[config.mk]
export PLATFORM = sky130hd
export DESIGN_NAME = stmax_max
export DESIGN_NICKNAME = d
export VERILOG_FILES = /design/src/stmax_pkg.sv /design/src/stmax_max.sv
export SDC_FILE = /design/constraint.sdc
export NUM_CORES = 1
export LEC_CHECK = 0
export BUFFER_PORTS_ARGS = -buffer_cell sky130_fd_sc_hd__buf_2
export CORE_MARGIN = 3
export CORE_UTILIZATION = 38
export DETAILED_ROUTE_END_ITERATION = 8
export PLACE_DENSITY_LB_ADDON = 0.15
export RECOVER_POWER = 25
export SLEW_MARGIN = 0
export SYNTH_ARGS = -nofsm -noshare
export SYNTH_HDL_FRONTEND = slang
export SYNTH_SLANG_ARGS = --single-unit
[constraint.sdc]
create_clock -name vclk -period 2.7
set_clock_uncertainty 0.2 [all_clocks]
set_input_delay 0.135 -clock vclk [all_inputs]
set_output_delay 0.135 -clock vclk [all_outputs]
set_load 0.005 [all_outputs]
[src/stmax_pkg.sv]
package stmax_pkg;

  localparam int MAX_ELEMENTS_DEF = 1024;
  localparam int LEVEL_COUNT_DEF  = 11;

  localparam int VAL_W = 32;  // table entry and result width
  localparam int POS_W = 10;  // query position width
  localparam int LEN_W = 11;  // range length width
  localparam int K_W   = 4;   // floor(log2(length)) width

  localparam logic signed [VAL_W-1:0] NO_VALUE = -32'sd1000000000;

  typedef enum logic {
    REQ_LOAD  = 1'b0,
    REQ_QUERY = 1'b1
  } req_t;

  typedef enum logic [1:0] {
    ST_OK    = 2'd0,
    ST_EMPTY = 2'd1,
    ST_RANGE = 2'd2
  } status_t;

endpackage

[src/stmax_max.sv]
module stmax_max (
  input  logic signed [stmax_pkg::VAL_W-1:0] a,
  input  logic signed [stmax_pkg::VAL_W-1:0] b,
  output logic signed [stmax_pkg::VAL_W-1:0] y
);

  assign y = (a > b) ? a : b;

endmodule

==> impl_metrics.yaml, run 1 <==
synth:
  yosys_warnings: 0
  synthesis.area_sq_um: 1220
  ys_seq_area_share_pct: 0
  synthesis.nets: 244
  syn_area_per_cell_sq_um: 8.24
  synth.distinct_cells: 24
  syn-instance-count: 148
flow_run:
  maxCapViolations: 0
timing:
  finalSetupTns_ps: -11460
  tightest_slew_ps: 595
  setup_slack_ps: -373
  slew_viol_final: 0
  max_slew_margin_pct: 60.2
  period_share_pct: 114
  finalHoldViolations: 0
  rsz0062_at_grt: "true"
  fin_crit_ps: 3070
  max_freq_mhz: 325
  setup_violations: 32
  holdWs_ps: 357
final_layout:
  nFillCells: 149
  final-seq-area_sq_um: 0
  drive_above_1_share_pct: 69.1
  seq_cell_count: 0
  layout.nets: 360
  clock_buffers: 0
  n_antenna_cell: 0
  area_delta_synth_final_pct: 111
  stdcell_count: 304
global_routing:
  grt_max_degree: 10
  grt_overflow: 0
  grt_pass1_vias: 1620
  grt_pass1_wl_um: 7130
  antenna_found_initial: 0
  track_usage_pct: 21.0
floorplanning:
  die_h_um: 62.7
  die_area_sq_um: 3930
  die_w_um: 62.7
  io_pins: 96
  initial_core_util_pct: 42.1
  rows: 19
  core_sq_um: 2900
placed_design:
  place_inst: 297
  dp_hpwl_um: 2940
  dp_slack_ps: -370
  place.port_buffers: 96
  routabilityCongestion: 0.733
pwr:
  ir_worst_vdd_mv: 0.148
  power_density_nw_per_um2: 225
  p_leak_nw: 1.38
run_status:
  violations: "setup timing"
  status: "complete, but fails checks"
drt:
  antenna_left: 0
  wl_per_cell_um: 15.1
  num_vias: 1554
  met3_length_um: 274
  drtIter0Drc: 26
  wl_met1_um: 1630
  route.met2.wl_um: 2590
  first_pass_iters: 4
  vias_per_cell: 5.11
  route.final.wire_length_um: 4590
  dr.max_layer_used: "met4"
  drc: 0
setup_path:
  cp_common_cell: "buf_6"
  crit_buf_inv: 5
  crit_required_ps: 2370
  crit_arrival_ps: 2740
  critPathTopFamily: "simple AND/OR/NAND/NOR gates"
  cp_cell_sequence: "buf_6 -> inv_2 -> ha_4 -> nand4_1 -> or4_4 -> or3_4 -> o2111a_1 -> a211oi_4 -> buf_6 -> buf_12 -> mux2_4 -> buf_6"
  cp_slowest_cell: "or4_4"
  worst_setup_path_start_kind: "input port"
  critPathMaxStageDelay_ps: 580
  cp_max_fo: 8
  endpoint_kind: "primary output"
  crit_type: "in2out"
min_path:
  hold_class: "in2out"
clock_tree:
  cts_hold_buf: 0
-- tightest hold or removal path, stage by stage --
cell	delay [ps]
buf_6	70
mux2_4	130
buf_6	80
-- kinds of logic (layout without fill, tap and decap cells) --
family | Yosys count | after routing | share of synthesized area, %
AO/OA/AOI/OAI | 24 | 24 | 13.8
adder cells (fa/ha/maj) | 32 | 32 | 32.8
multiplexers | 32 | 32 | 29.5
AND/OR/NAND/NOR | 24 | 24 | 10.9
buffers and inverters | 36 | 150 | 12.9
-- cell type report --
cell class / instances / area, sq um / area share, %
inverter: 33 / 149 / 5.77
tap: 42 / 52.6 / 2.04
timing repair buffer: 117 / 997 / 38.7
multi-input combinational: 112 / 1380 / 53.5
-- repair_timing --
item | 4_1_cts | 5_1_grt
setup endpoints to repair | 32 | 32
gates cloned | 1 | 0
pin swaps | 11 | 8
gates resized for setup | 70 | 20
endpoints found under the hold margin | 0 | 0
setup buffers | 4 | 2
-- cells in the final DEF, fill, tap and decap left out, drive strengths merged, types with 2 or more instances in the layout --
master   count
buf        117
inv         33
mux2        32
ha          32
a21oi       11
nand4        8
nand3        4
nand2        3
a21o         3
a2111oi      3
nor4         2
nor2         2
o21ai        2
-- layer usage --
layer | GRT usage [%] | up-vias
li1 | - | 769
met1 | 22.2 | 715
met2 | 43.7 | 62
met3 | 2.52 | 8
met4 | 3.86 | 0
met5 | 0 | -
-- worst paths after layout --
kind / start / end / slack [ps] / depth (start not counted)
min: b[29] / y[29] / 360 / 3
max: b[19] / y[30] / -370 / 12
-- metrics by stage --
stage	power [mW]	cell area (sq um)	utilization (%)
after detailed placement	0.420	2040	70.3
after global placement	0.417	2040	70.3
final	0.581	2580	88.9
after global routing	0.627	2580	88.9
after CTS	0.552	2480	85.4
after floorplan	0.254	1420	-
-- report_power, final --
| part | switching [mW] | internal, mW |
|---|---|---|
| sequential | 0 | 0 |
| combinational | 0.213 | 0.368 |
| clock | 0 | 0 |
| total | 0.213 | 0.368 |
-- cells in the mapped netlist, drive strengths merged --
library cell / count / area, sq um
a221oi: 1 / 8.76
nand3: 4 / 20.0
nand2: 3 / 11.3
ha: 32 / 400
o21ai: 2 / 10.0
a21o: 3 / 22.5
nand2b: 1 / 6.26
a21boi: 1 / 7.51
inv: 33 / 124
o211ai: 1 / 7.51
a2111oi: 3 / 26.3
buf: 3 / 33.8
nor4: 2 / 12.5
o2111a: 1 / 11.3
mux2: 32 / 360
nor2b: 1 / 6.26
nor2: 2 / 7.51
a21oi: 11 / 55.1
or3: 1 / 6.26
a211oi: 1 / 20.0
nand4: 8 / 50.1
or4: 1 / 7.51
nor3: 1 / 5.00
No activity file was read; power rests on OpenSTA's default activity.
==> inputs of run 2 (changes only) <==
- CORE_MARGIN: 3 -> 1.5
==> impl_metrics.yaml, run 2 (same netlist as run 1, synthesis figures left out) <==
run_status:
  status: "complete, but fails checks"
  violations: "setup timing"
global_routing:
  grt_max_degree: 8
  grt_overflow: 0
  grt_pass1_wl_um: 6300
  grt_pass1_vias: 1515
  antenna_found_initial: 0
  track_usage_pct: 22.3
drt:
  route.final.wire_length_um: 5330
  drc: 0
  drtIter0Drc: 76
  vias_per_cell: 5.34
  wl_per_cell_um: 16.9
  num_vias: 1686
  first_pass_iters: 4
  antenna_left: 0
placed_design:
  routabilityCongestion: 0.726
  place.port_buffers: 96
  dp_hpwl_um: 2920
  place_inst: 309
  dp_slack_ps: -425
floorplanning:
  io_pins: 96
  die_area_sq_um: 3560
  initial_core_util_pct: 40.0
  rows: 20
  die_w_um: 59.7
  core_sq_um: 3050
  die_h_um: 59.7
timing:
  tightest_slew_ps: 514
  fin_crit_ps: 3050
  rsz0062_at_grt: "true"
  setup_slack_ps: -352
  finalHoldViolations: 0
  max_freq_mhz: 328
  slew_viol_final: 0
  period_share_pct: 113
  setup_violations: 32
  finalSetupTns_ps: -9690
  max_slew_margin_pct: 65.4
  holdWs_ps: 355
final_layout:
  area_delta_synth_final_pct: 123
  layout_common_cells: "53 x buf_6, 41 x buf_2, 32 x mux2_4, 26 x buf_4, 18 x inv_1"
  multi_input_area_sq_um: 1400
  layout.nets: 370
  n_antenna_cell: 0
  clock_buffers: 0
  final_util_pct: 89.2
  final-seq-area_sq_um: 0
  stdcell_count: 316
  nFillCells: 137
  final_common_cell: "buf_6"
  seq_cell_count: 0
  drive_above_1_share_pct: 71.0
min_path:
  hold_class: "in2out"
setup_path:
  critPathMaxStageDelay_ps: 560
  crit_type: "in2out"
  endpoint_kind: "primary output"
  worst_setup_path_start_kind: "input port"
  cp_cell_sequence: "buf_6 -> inv_2 -> ha_4 -> nand4_1 -> or4_4 -> or3_1 -> o2111a_1 -> a211oi_4 -> buf_6 -> buf_16 -> mux2_4 -> buf_6"
  cp_max_fo: 7
  cp_slowest_cell: "or4_4"
  crit_required_ps: 2370
  crit_arrival_ps: 2720
  cp_common_cell: "buf_6"
pwr:
  p_leak_nw: 1.44
  ir_worst_vdd_mv: 0.135
  power_density_nw_per_um2: 233
flow_run:
  maxCapViolations: 0
[run 2: cell types whose count changed in the layout (fill, tap and decap cells not counted), sizes merged]
cell / before / now
buf: 117 / 127
[run 2: per-stage QoR]
| stage | instance area, sq um | power [mW] |
|---|---|---|
| 2_1_floorplan | 1420 | 0.254 |
| 3_3_place_gp | 2130 | 0.436 |
| 3_5_place_dp | 2130 | 0.442 |
| 4_1_cts | 2540 | 0.562 |
| 5_1_grt | 2720 | 0.674 |
| 6_report | 2720 | 0.634 |
[run 2: critical path, delay by kind of cell]
family / cells / cell delay [ps]
AND/OR/NAND/NOR: 3 / 1010
buffers and inverters: 5 / 550
AO/OA/AOI/OAI: 2 / 440
multiplexers: 1 / 310
adder cells (fa/ha/maj): 1 / 270
[run 2: repair_timing]
item	4_1_cts	5_1_grt
endpoints found under the setup margin	32	32
pin swaps	16	10
gates resized for setup	60	44
hold buffers	0	0
gates cloned	2	0
setup buffers	5	2
[run 2: power by group]
part           leakage, nW  switching [mW]  internal (mW)
logic                 1.44           0.238          0.395
registers                0               0              0
clock network            0               0              0
[run 2: cell type report]
cell class	instances	area share, %
multi-input combinational	112	51.4
timing repair buffer	127	41.1
inverter	33	5.47
tap	44	2.02
[run 2: routing by layer]
layer	global-route usage (%)	wire length (um)
met2	44.9	2910
met1	25.8	1920
met5	0	0
met3	1.08	304
met4	2.86	195
[run 2: final timing paths]
kind	cells past startpoint	from	end	slack, ps
worst min-delay path	3	b[16]	y[16]	360
worst max-delay path	12	b[21]	y[3]	-350
