$ cat src/stmax_pkg.sv
package stmax_pkg;

  localparam int MAX_ELEMENTS_DEF = 1024;
  localparam int LEVEL_COUNT_DEF  = 11;

  localparam int VAL_W = 32;  // table entry and result width
  localparam int POS_W = 10;  // query position width
  localparam int LEN_W = 11;  // range length width
  localparam int K_W   = 4;   // floor(log2(length)) width

  localparam logic signed [VAL_W-1:0] NO_VALUE = -32'sd1000000000;

  typedef enum logic {
    REQ_LOAD  = 1'b0,
    REQ_QUERY = 1'b1
  } req_t;

  typedef enum logic [1:0] {
    ST_OK    = 2'd0,
    ST_EMPTY = 2'd1,
    ST_RANGE = 2'd2
  } status_t;

endpackage

$ cat src/stmax_mem.sv
module stmax_mem #(
  parameter int DEPTH = 2,
  parameter int AW    = 1
) (
  input  logic                                  clk,
  input  logic                                  we,
  input  logic [AW-1:0]                         waddr,
  input  logic signed [stmax_pkg::VAL_W-1:0]    wdata,
  input  logic [AW-1:0]                         raddr_a,
  input  logic [AW-1:0]                         raddr_b,
  output logic signed [stmax_pkg::VAL_W-1:0]    rdata_a,
  output logic signed [stmax_pkg::VAL_W-1:0]    rdata_b
);

  logic signed [stmax_pkg::VAL_W-1:0] mem [0:DEPTH-1];

  always_ff @(posedge clk) begin
    if (we) begin
      mem[waddr] <= wdata;
    end
  end

  always_ff @(posedge clk) begin
    rdata_a <= mem[raddr_a];
    rdata_b <= mem[raddr_b];
  end

endmodule

$ cat config.mk
export PLATFORM = sky130hd
export DESIGN_NAME = stmax_mem
export DESIGN_NICKNAME = d
export VERILOG_FILES = /design/src/stmax_pkg.sv /design/src/stmax_mem.sv
export SDC_FILE = /design/constraint.sdc
export NUM_CORES = 1
export LEC_CHECK = 0
export ABC_AREA = 1
export BUFFER_PORTS_ARGS = -buffer_cell sky130_fd_sc_hd__buf_2
export CAP_MARGIN = 10
export CORE_AREA = 4 4 99 194
export CTS_BUF_LIST = sky130_fd_sc_hd__clkbuf_16
export CTS_CLUSTER_SIZE = 16
export DETAILED_ROUTE_END_ITERATION = 8
export DIE_AREA = 0 0 103 198
export GPL_TIMING_DRIVEN = 0
export SYNTH_ARGS = -nofsm -noshare
export SYNTH_HDL_FRONTEND = slang
export SYNTH_SLANG_ARGS = --single-unit
$ cat constraint.sdc
create_clock -name clk -period 2.4 [get_ports clk]
set_clock_uncertainty 0.1 [all_clocks]
set_input_delay 0.24 -clock clk [delete_from_list [all_inputs] [get_ports clk]]
set_output_delay 0.24 -clock clk [all_outputs]
set_load 0.03 [all_outputs]
==> impl_metrics.toml, run 1 <==
[routing]
dr.first_iter.drc_count = 75
wl_per_cell_um = 14.2
vias_per_cell = 3.88
ant_nets = 0
finalWirelength_um = 10200
dr.pass1.iters = 4
drc = 0
dr_total_vias = 2783

[setup_path]
required_ns = 2.06
reg2reg_slack_ns = 1.64
worstSetupPathType = "reg2out"
cpPeakStageDelay_ns = 0.34
crit_family = "flip-flops"
crit_fanout = 1
critPathCaptureType = "output pin"
crit_path_top_delay_cell = "dfxtp_1"
arrival_ns = 0.96
worst-path-buf-inv = 1
start_kind = "register"
crit_chain = "buf_2"

[yosys]
yosysTopAreaCell = "edfxtp_1"
avgSynthCellArea_um2 = 12.3
synthCells = 340
synth_nets = 377
syn_area_um2 = 4170
ys_ff_latch = 128
synth_edf_count = 64
async_flop_share_pct = 0
yosys.area.top_type_share_pct = 46.1
yosysMostFrequentCell = "nand2_1"
ys.flop_type = "edfxtp_1"
ys_top_cells_by_count = "nand2_1 (180), dfxtp_1 (64), edfxtp_1 (64)"
synth_cell_types = 11
yosys_warnings = 0
yosysSeqAreaShare_pct = 76.8
synth_area_leaders = "edfxtp_1 (46%), dfxtp_1 (31%), nand2_1 (16%)"

[timing]
slew_viol_final = 0
final.setup.tns_ns = 0
final.period_utilization_pct = 54.1
setup_viol = 0
fin_crit_ns = 1.30
final_hold_viol_count = 0
worstMarginPinSlew_ns = 0.815
fmaxAchievable_ghz = 0.769
grt_setup_unrepaired = "false"
timing.slew.headroom_pct = 45.7
whs_ns = 0.114

[clocking]
clk_pin_slew_ns = 0.05
ctsHoldBuffers = 34
cts_tree = "yes"
cts-buffers-inserted = 17
cts_resized = 0
insertion_delay_ns = 0.41
post-cts-setup-buffers = 0
htreeDepth = 4
cts.sinks = 128
cts_root_buffer = "clkbuf_16"
clockBufferDepth = 2

[grt]
grt_use_total_pct = 10.7
first_global_vias = 2929
antenna_found_initial = 0
grt_max_degree = 33
grt_pass1_wl_um = 15600
grt-ovfl-total = 0

[cells_and_area]
area_delta_synth_final_pct = 40.2
fin_util_pct = 32.9
final_nets = 529
layout-drive-gt1-share_pct = 31.1
final_cells = 718
antenna_cells = 0

[floorplanning]
core_area_um2 = 17800
dieWidth_um = 103
initial_core_util_pct = 23.5
ioPinCount = 101
num_rows = 69
die_y_um = 198
dieArea_um2 = 20400

[place]
port_buffers = 98
gp_congestion = 0.742
hpwl_um = 7110
dp.cells = 652

[flow_run]
max_cap_violations = 0

[pwr]
p_per_area_nw_per_um2 = 942
p_sw_mw = 1.38
clkPwrFrac_pct = 43.3
power.static_leakage_nw = 2.66
power_frac_comb_pct = 10.6
internal-power_mw = 4.13
vdd_drop_max_uv = 430
p_total_mw = 5.51
pwr-share-seq_pct = 46.1
sw_frac_of_total_pct = 25.0

[hold_path]
hp-class = "in2reg"

[outcome]
status = "finished clean"
[power by group through the flow]
stage / Clock [mW] / Sequential (mW) / Combinational, mW
after floorplan: 0 / 2.77 / 0.152
after global routing: 2.54 / 2.56 / 0.633
after CTS: 2.45 / 2.54 / 0.599
after global placement: 0 / 2.58 / 0.537
final: 2.39 / 2.54 / 0.584
after detailed placement: 0 / 2.59 / 0.552
[per-layer routing]
metal	vias up	part of all wire, %	track usage, %
met5	-	0	0
met4	0	2.6	6.00
met3	18	4.3	3.03
met2	64	60	20.5
met1	1311	34	9.53
li1	1390	-	-
[cell usage in the layout, fill, tap and decap left out, drive strengths merged]
master	instances
nor2	1
clkinvlp	2
dlygate4sd3	34
buf	110
dfxtp	64
clkbuf	21
nand2	193
clkinv	8
edfxtp	64
inv	7
bufinv	1
[worst reg2reg max path, stage by stage (launching register included)]
cell and delay, ns:
edfxtp_1 0.41, nand2_2 0.09, nand2_1 0.05
[layout make-up]
type | instances | area (µm²)
Clock inverter | 14 | 101
Inverter | 4 | 30.0
Timing Repair Buffer | 133 | 851
Tap cell | 213 | 267
Buffer | 14 | 178
Clock buffer | 18 | 450
Multi-Input combinational cell | 194 | 768
Sequential cell | 128 | 3200
Fill cell | 1766 | 11900
[through the flow]
step	cell area, µm²	setup slack [ns]
global route	5850	1.06
global placement	4930	-0.892
floorplan	4170	0.249
detailed placement	4960	0.831
finish	5850	1.10
CTS	5850	1.07
[cell families after synthesis]
| kind of cell | after synthesis | synth area share (%) |
|---|---|---|
| simple gates | 194 | 18.2 |
| buf+inv | 18 | 4.98 |
| flops | 128 | 76.8 |
[sequential cells by signal, summed over array words and instances (netlist names)]
register / count
rdata_a: 32
rdata_b: 32
mem: 64
[worst paths after layout]
path,start,endpoint,depth (start not counted)
max,rdata_a[31]$_DFF_P_,rdata_a[31],1
min,waddr,mem[0][29]$_DFFE_PP_,2
max reg2reg,mem[0][7]$_DFFE_PP_,rdata_a[7]$_DFF_P_,2
min reg2reg,mem[1][1]$_DFFE_PP_,rdata_b[1]$_DFF_P_,2
(Power assumes the default switching activity.)
==> run 2: changes to the inputs <==
==> constraint.sdc (replaced) <==
create_clock -name clk -period 1.2 [get_ports clk]
set_clock_uncertainty 0.1 [all_clocks]
set_input_delay 0.12 -clock clk [delete_from_list [all_inputs] [get_ports clk]]
set_output_delay 0.12 -clock clk [all_outputs]
set_load 0.03 [all_outputs]
==> run 2 against run 1 <==
- non-clock buffer count decreased by 1
- register-to-register slack worse by 1.2 ns
- clock-buffer cell count shrank 1
- die area unchanged
- critical path type unchanged
- critical endpoint is now rdata_b[30]
- largest cell class unchanged
- largest power group is now clock
==> impl_metrics.toml, run 2 (synthesis gave the netlist of run 1 again) <==
[setup_path]
required_ns = 0.98
critPathCaptureType = "output pin"
arrival_ns = 0.96
start_kind = "register"
worst-path-stages = 1
crit_path_top_delay_cell = "dfxtp_1"
worstSetupPathType = "reg2out"
crit_fanout = 1
reg2regPathDepth = 2
cpPeakStageDelay_ns = 0.34
crit_chain = "buf_2"
crit_family = "flip-flops"
worst-path-buf-inv = 1

[hold_path]
worstHoldPathCells = 2
hp-class = "in2reg"

[place]
dp.cells = 651
gp_congestion = 0.747
port_buffers = 98
dpl_cell_area_um2 = 4940
hpwl_um = 7080

[floorplanning]
ioPinCount = 101
dieArea_um2 = 20400
core_area_um2 = 17800
dieWidth_um = 103
initial_core_util_pct = 23.5
die_y_um = 198
num_rows = 69

[routing]
vias_per_cell = 4.01
dr.pass1.iters = 4
finalWirelength_um = 10900
drc = 0
ant_nets = 0
dr.first_iter.drc_count = 98
dr_total_vias = 2881
wl_per_cell_um = 15.1

[cells_and_area]
largest_reg_flops = 64
layout-drive-gt1-share_pct = 31.2
antenna_cells = 0
reg.largest.list = "mem: 64 flops, rdata_a: 32 flops, rdata_b: 32 flops"
final_cells = 719
top_register = "mem"
final_common_cell = "nand2_1"
area_delta_synth_final_pct = 42.4
fillers = 1779
fin_area_um2 = 5940
final_nets = 530
layout.cells.most_common_list = "nand2_1 (180), buf_2 (92), edfxtp_1 (64), dfxtp_1 (64), dlygate4sd3_1 (34)"

[timing]
final.setup.tns_ns = 0
worstMarginPinSlew_ns = 0.615
timing.slew.headroom_pct = 58.9
final.period_utilization_pct = 98.0
slew_viol_final = 0
grt_setup_unrepaired = "false"
final_hold_viol_count = 0
fmaxAchievable_ghz = 0.851
setup_viol = 0
fin_crit_ns = 1.18

[clocking]
post-cts-setup-buffers = 0
cts_tree = "yes"
cts-buffers-inserted = 17
htreeDepth = 4
cts_root_buffer = "clkbuf_16"
clockBufferDepth = 2
insertion_delay_ns = 0.41
cts.sinks = 128
clk_pin_slew_ns = 0.05

[pwr]
p_per_area_nw_per_um2 = 1980
p_total_mw = 11.7
vdd_drop_max_uv = 879
power.static_leakage_nw = 2.68

[grt]
grt_max_degree = 33
grt_use_total_pct = 11.1
grt-ovfl-total = 0
antenna_found_initial = 0
grt_pass1_wl_um = 16300
first_global_vias = 3063

[flow_run]
max_cap_violations = 0

[outcome]
status = "finished clean"
## run 2: worst register-to-register path, delay by kind of cell, from the launching register on
family | cells | cell delay (ns)
flops | 1 | 0.38
simple gates | 2 | 0.18
## run 2: repair_timing
item,CTS,global route
cloned,1,1
endpoints found under the setup margin,34,36
hold buffers,34,0
gates resized for setup,3,6
endpoints found under the hold margin,70,0
## run 2: worst paths after layout
path                         from                    to  slack, ns
max reg2reg  mem[1][22]$_DFFE_PP_   rdata_a[22]$_DFF_P_       0.42
min reg2reg  mem[0][21]$_DFFE_PP_   rdata_a[21]$_DFF_P_       0.36
min                         waddr  mem[0][31]$_DFFE_PP_       0.13
max           rdata_b[30]$_DFF_P_           rdata_b[30]       0.02
## run 2: where the power goes
part	switching [mW]	internal, mW
clock	1.83	3.63
sequential	0.130	4.96
combinational	0.794	0.396
## run 2: metal layers
metal / wire length [µm] / share of wire, % / up-vias / track usage [%]
met5: 0 / 0 / - / 0
met4: 520 / 4.8 / 0 / 7.40
met3: 533 / 4.9 / 30 / 2.96
met2: 6350 / 58 / 101 / 20.8
met1: 3470 / 32 / 1352 / 9.87
li1: - / - / 1398 / -
## run 2: final cells by class
| class | count | area, µm² | share of cell area, % |
|---|---|---|---|
| inverter | 4 | 33.8 | 0.569 |
| buffer | 14 | 178 | 2.99 |
| multi-input combinational | 195 | 779 | 13.1 |
| sequential | 128 | 3200 | 53.9 |
| timing repair inverter | 1 | 7.51 | 0.126 |
| timing repair buffer | 132 | 846 | 14.2 |
| clock inverter | 15 | 200 | 3.37 |
| tap | 213 | 267 | 4.49 |
| clock buffer | 17 | 425 | 7.16 |
## run 2: per-stage QoR
stage,utilization [%],setup WS (ns),hold slack [ns]
detailed placement,27.8,-0.538,0.214
finish,33.4,0.0244,0.129
global route,33.4,0.00262,0.140
floorplan,-,0.0541,0.119
CTS,33.3,0.000266,0.135
global placement,27.8,-0.474,0.209
==> run 3: changes to the inputs <==
==> constraint.sdc (replaced) <==
create_clock -name clk -period 1.5 [get_ports clk]
set_clock_uncertainty 0.1 [all_clocks]
set_input_delay 0.15 -clock clk [delete_from_list [all_inputs] [get_ports clk]]
set_output_delay 0.15 -clock clk [all_outputs]
set_load 0.03 [all_outputs]
==> run 3 against run 2 <==
- sequential power shrank 20%
- non-clock buffer count is the same
- final area decreased by 2.5%
- critical path depth did not move
- via count down 2.2%
- cell count decreased by 0.28%
- worst setup slack better by 0.26 ns
- largest cell class unchanged
- clock-buffer cell count is 1 higher
- wire length is 7.6% lower
==> impl_metrics.toml, run 3 (synthesis gave the netlist of run 1 again) <==
[cells_and_area]
final_cells = 717
largest_reg_flops = 64
final_common_cell = "nand2_1"
reg.largest.list = "mem: 64 flops, rdata_a: 32 flops, rdata_b: 32 flops"
antenna_cells = 0
area_delta_synth_final_pct = 38.8
fin_util_pct = 32.5
final_nets = 528
fin_area_um2 = 5790
layout-drive-gt1-share_pct = 30.6
layout.cells.most_common_list = "nand2_1 (180), buf_2 (98), edfxtp_1 (64), dfxtp_1 (64), dlygate4sd3_1 (34)"
top_register = "mem"

[timing]
final.setup.tns_ns = 0
final_hold_viol_count = 0
worstMarginPinSlew_ns = 1.03
whs_ns = 0.164
fin_ws_ns = 0.287
slew_viol_final = 0
setup_viol = 0
grt_setup_unrepaired = "false"
final.period_utilization_pct = 80.9
fmaxAchievable_ghz = 0.824
timing.slew.headroom_pct = 31.0
fin_crit_ns = 1.21

[place]
port_buffers = 98
gp_congestion = 0.762
hpwl_um = 6980
dpl_cell_area_um2 = 4940
dp.cells = 651
place_ws_ns = -0.164

[grt]
grt_max_degree = 33
grt_use_total_pct = 10.6
grt-ovfl-total = 0
antenna_found_initial = 0
grt_util_met3_pct = 2.72
grt_pass1_wl_um = 15500
grt_use_met2_pct = 19.8
first_global_vias = 2980
grt_busiest_layer = "met2"
use_met1_pct = 9.39

[setup_path]
start_kind = "register"
crit_path_top_delay_cell = "dfxtp_1"
arrival_ns = 0.96
reg2reg_slack_ns = 0.72
required_ns = 1.25
worst-path-buf-inv = 1
crit_chain = "buf_2"
critPathCaptureType = "output pin"
reg2regPathDepth = 2
crit_family = "flip-flops"
worst-path-stages = 1
crit_fanout = 1
cpPeakStageDelay_ns = 0.35
worstSetupPathType = "reg2out"

[hold_path]
worstHoldPathCells = 2
hp-class = "in2reg"

[floorplanning]
initial_core_util_pct = 23.5
dieWidth_um = 103
num_rows = 69
ioPinCount = 101
dieArea_um2 = 20400
core_area_um2 = 17800
die_y_um = 198

[flow_run]
max_cap_violations = 0

[clocking]
clockBufferDepth = 2
htreeDepth = 4
cts_resized = 0
post-cts-setup-buffers = 0
insertion_delay_ns = 0.41
clk_pin_slew_ns = 0.05
cts_tree = "yes"
cts_root_buffer = "clkbuf_16"
cts-buffers-inserted = 17
cts.sinks = 128

[pwr]
p_total_mw = 8.52
power.static_leakage_nw = 2.65
p_per_area_nw_per_um2 = 1470
vdd_drop_max_uv = 649

[routing]
vias_per_cell = 3.93
wl_per_cell_um = 14.0
dr.first_iter.drc_count = 87
dr_total_vias = 2819
dr.pass1.iters = 4
finalWirelength_um = 10000
ant_nets = 0
drc = 0

[outcome]
status = "finished clean"
-- run 3: cell types whose count changed in the layout (fill, tap and decap cells not counted), sizes merged --
cell and delta:
bufinv -5, inv +6, clkinvlp -3, nor2 -1, clkbuf -2, buf +3
-- run 3: worst paths after layout --
| path | endpoint | startpoint |
|---|---|---|
| setup / recovery | rdata_b[0] | rdata_b[0]$_DFF_P_ |
| hold / removal | mem[0][29]$_DFFE_PP_ | waddr |
| setup reg to reg | rdata_a[22]$_DFF_P_ | mem[1][22]$_DFFE_PP_ |
| hold reg to reg | rdata_b[12]$_DFF_P_ | mem[1][12]$_DFFE_PP_ |
-- run 3: final cells by class --
class                           count  area [µm²]
Timing Repair Buffer              132         831
Buffer                             14         178
Clock buffer                       18         450
Fill cell                        1777       12000
Multi-Input combinational cell    194         768
Sequential cell                   128        3200
Tap cell                          213         267
Inverter                            4        30.0
Clock inverter                     14        61.3
-- run 3: power breakdown --
part | total (mW) | leakage, nW | switching, mW | internal [mW]
logic | 0.923 | 1.23 | 0.615 | 0.308
registers | 4.07 | 1.14 | 0.103 | 3.97
clock network | 3.53 | 0.280 | 1.39 | 2.14
total | 8.52 | 2.65 | 2.11 | 6.42
-- run 3: timing repair --
action | 4_1_cts | 5_1_grt
hold endpoints to repair | 70 | 0
setup endpoints to repair | 0 | 0
hold buffers | 34 | 0
-- run 3: routing by layer --
layer	share of wire, %	wire [µm]
met2	58	5880
met1	33	3310
met5	0	0
met4	4.5	455
met3	4.0	404
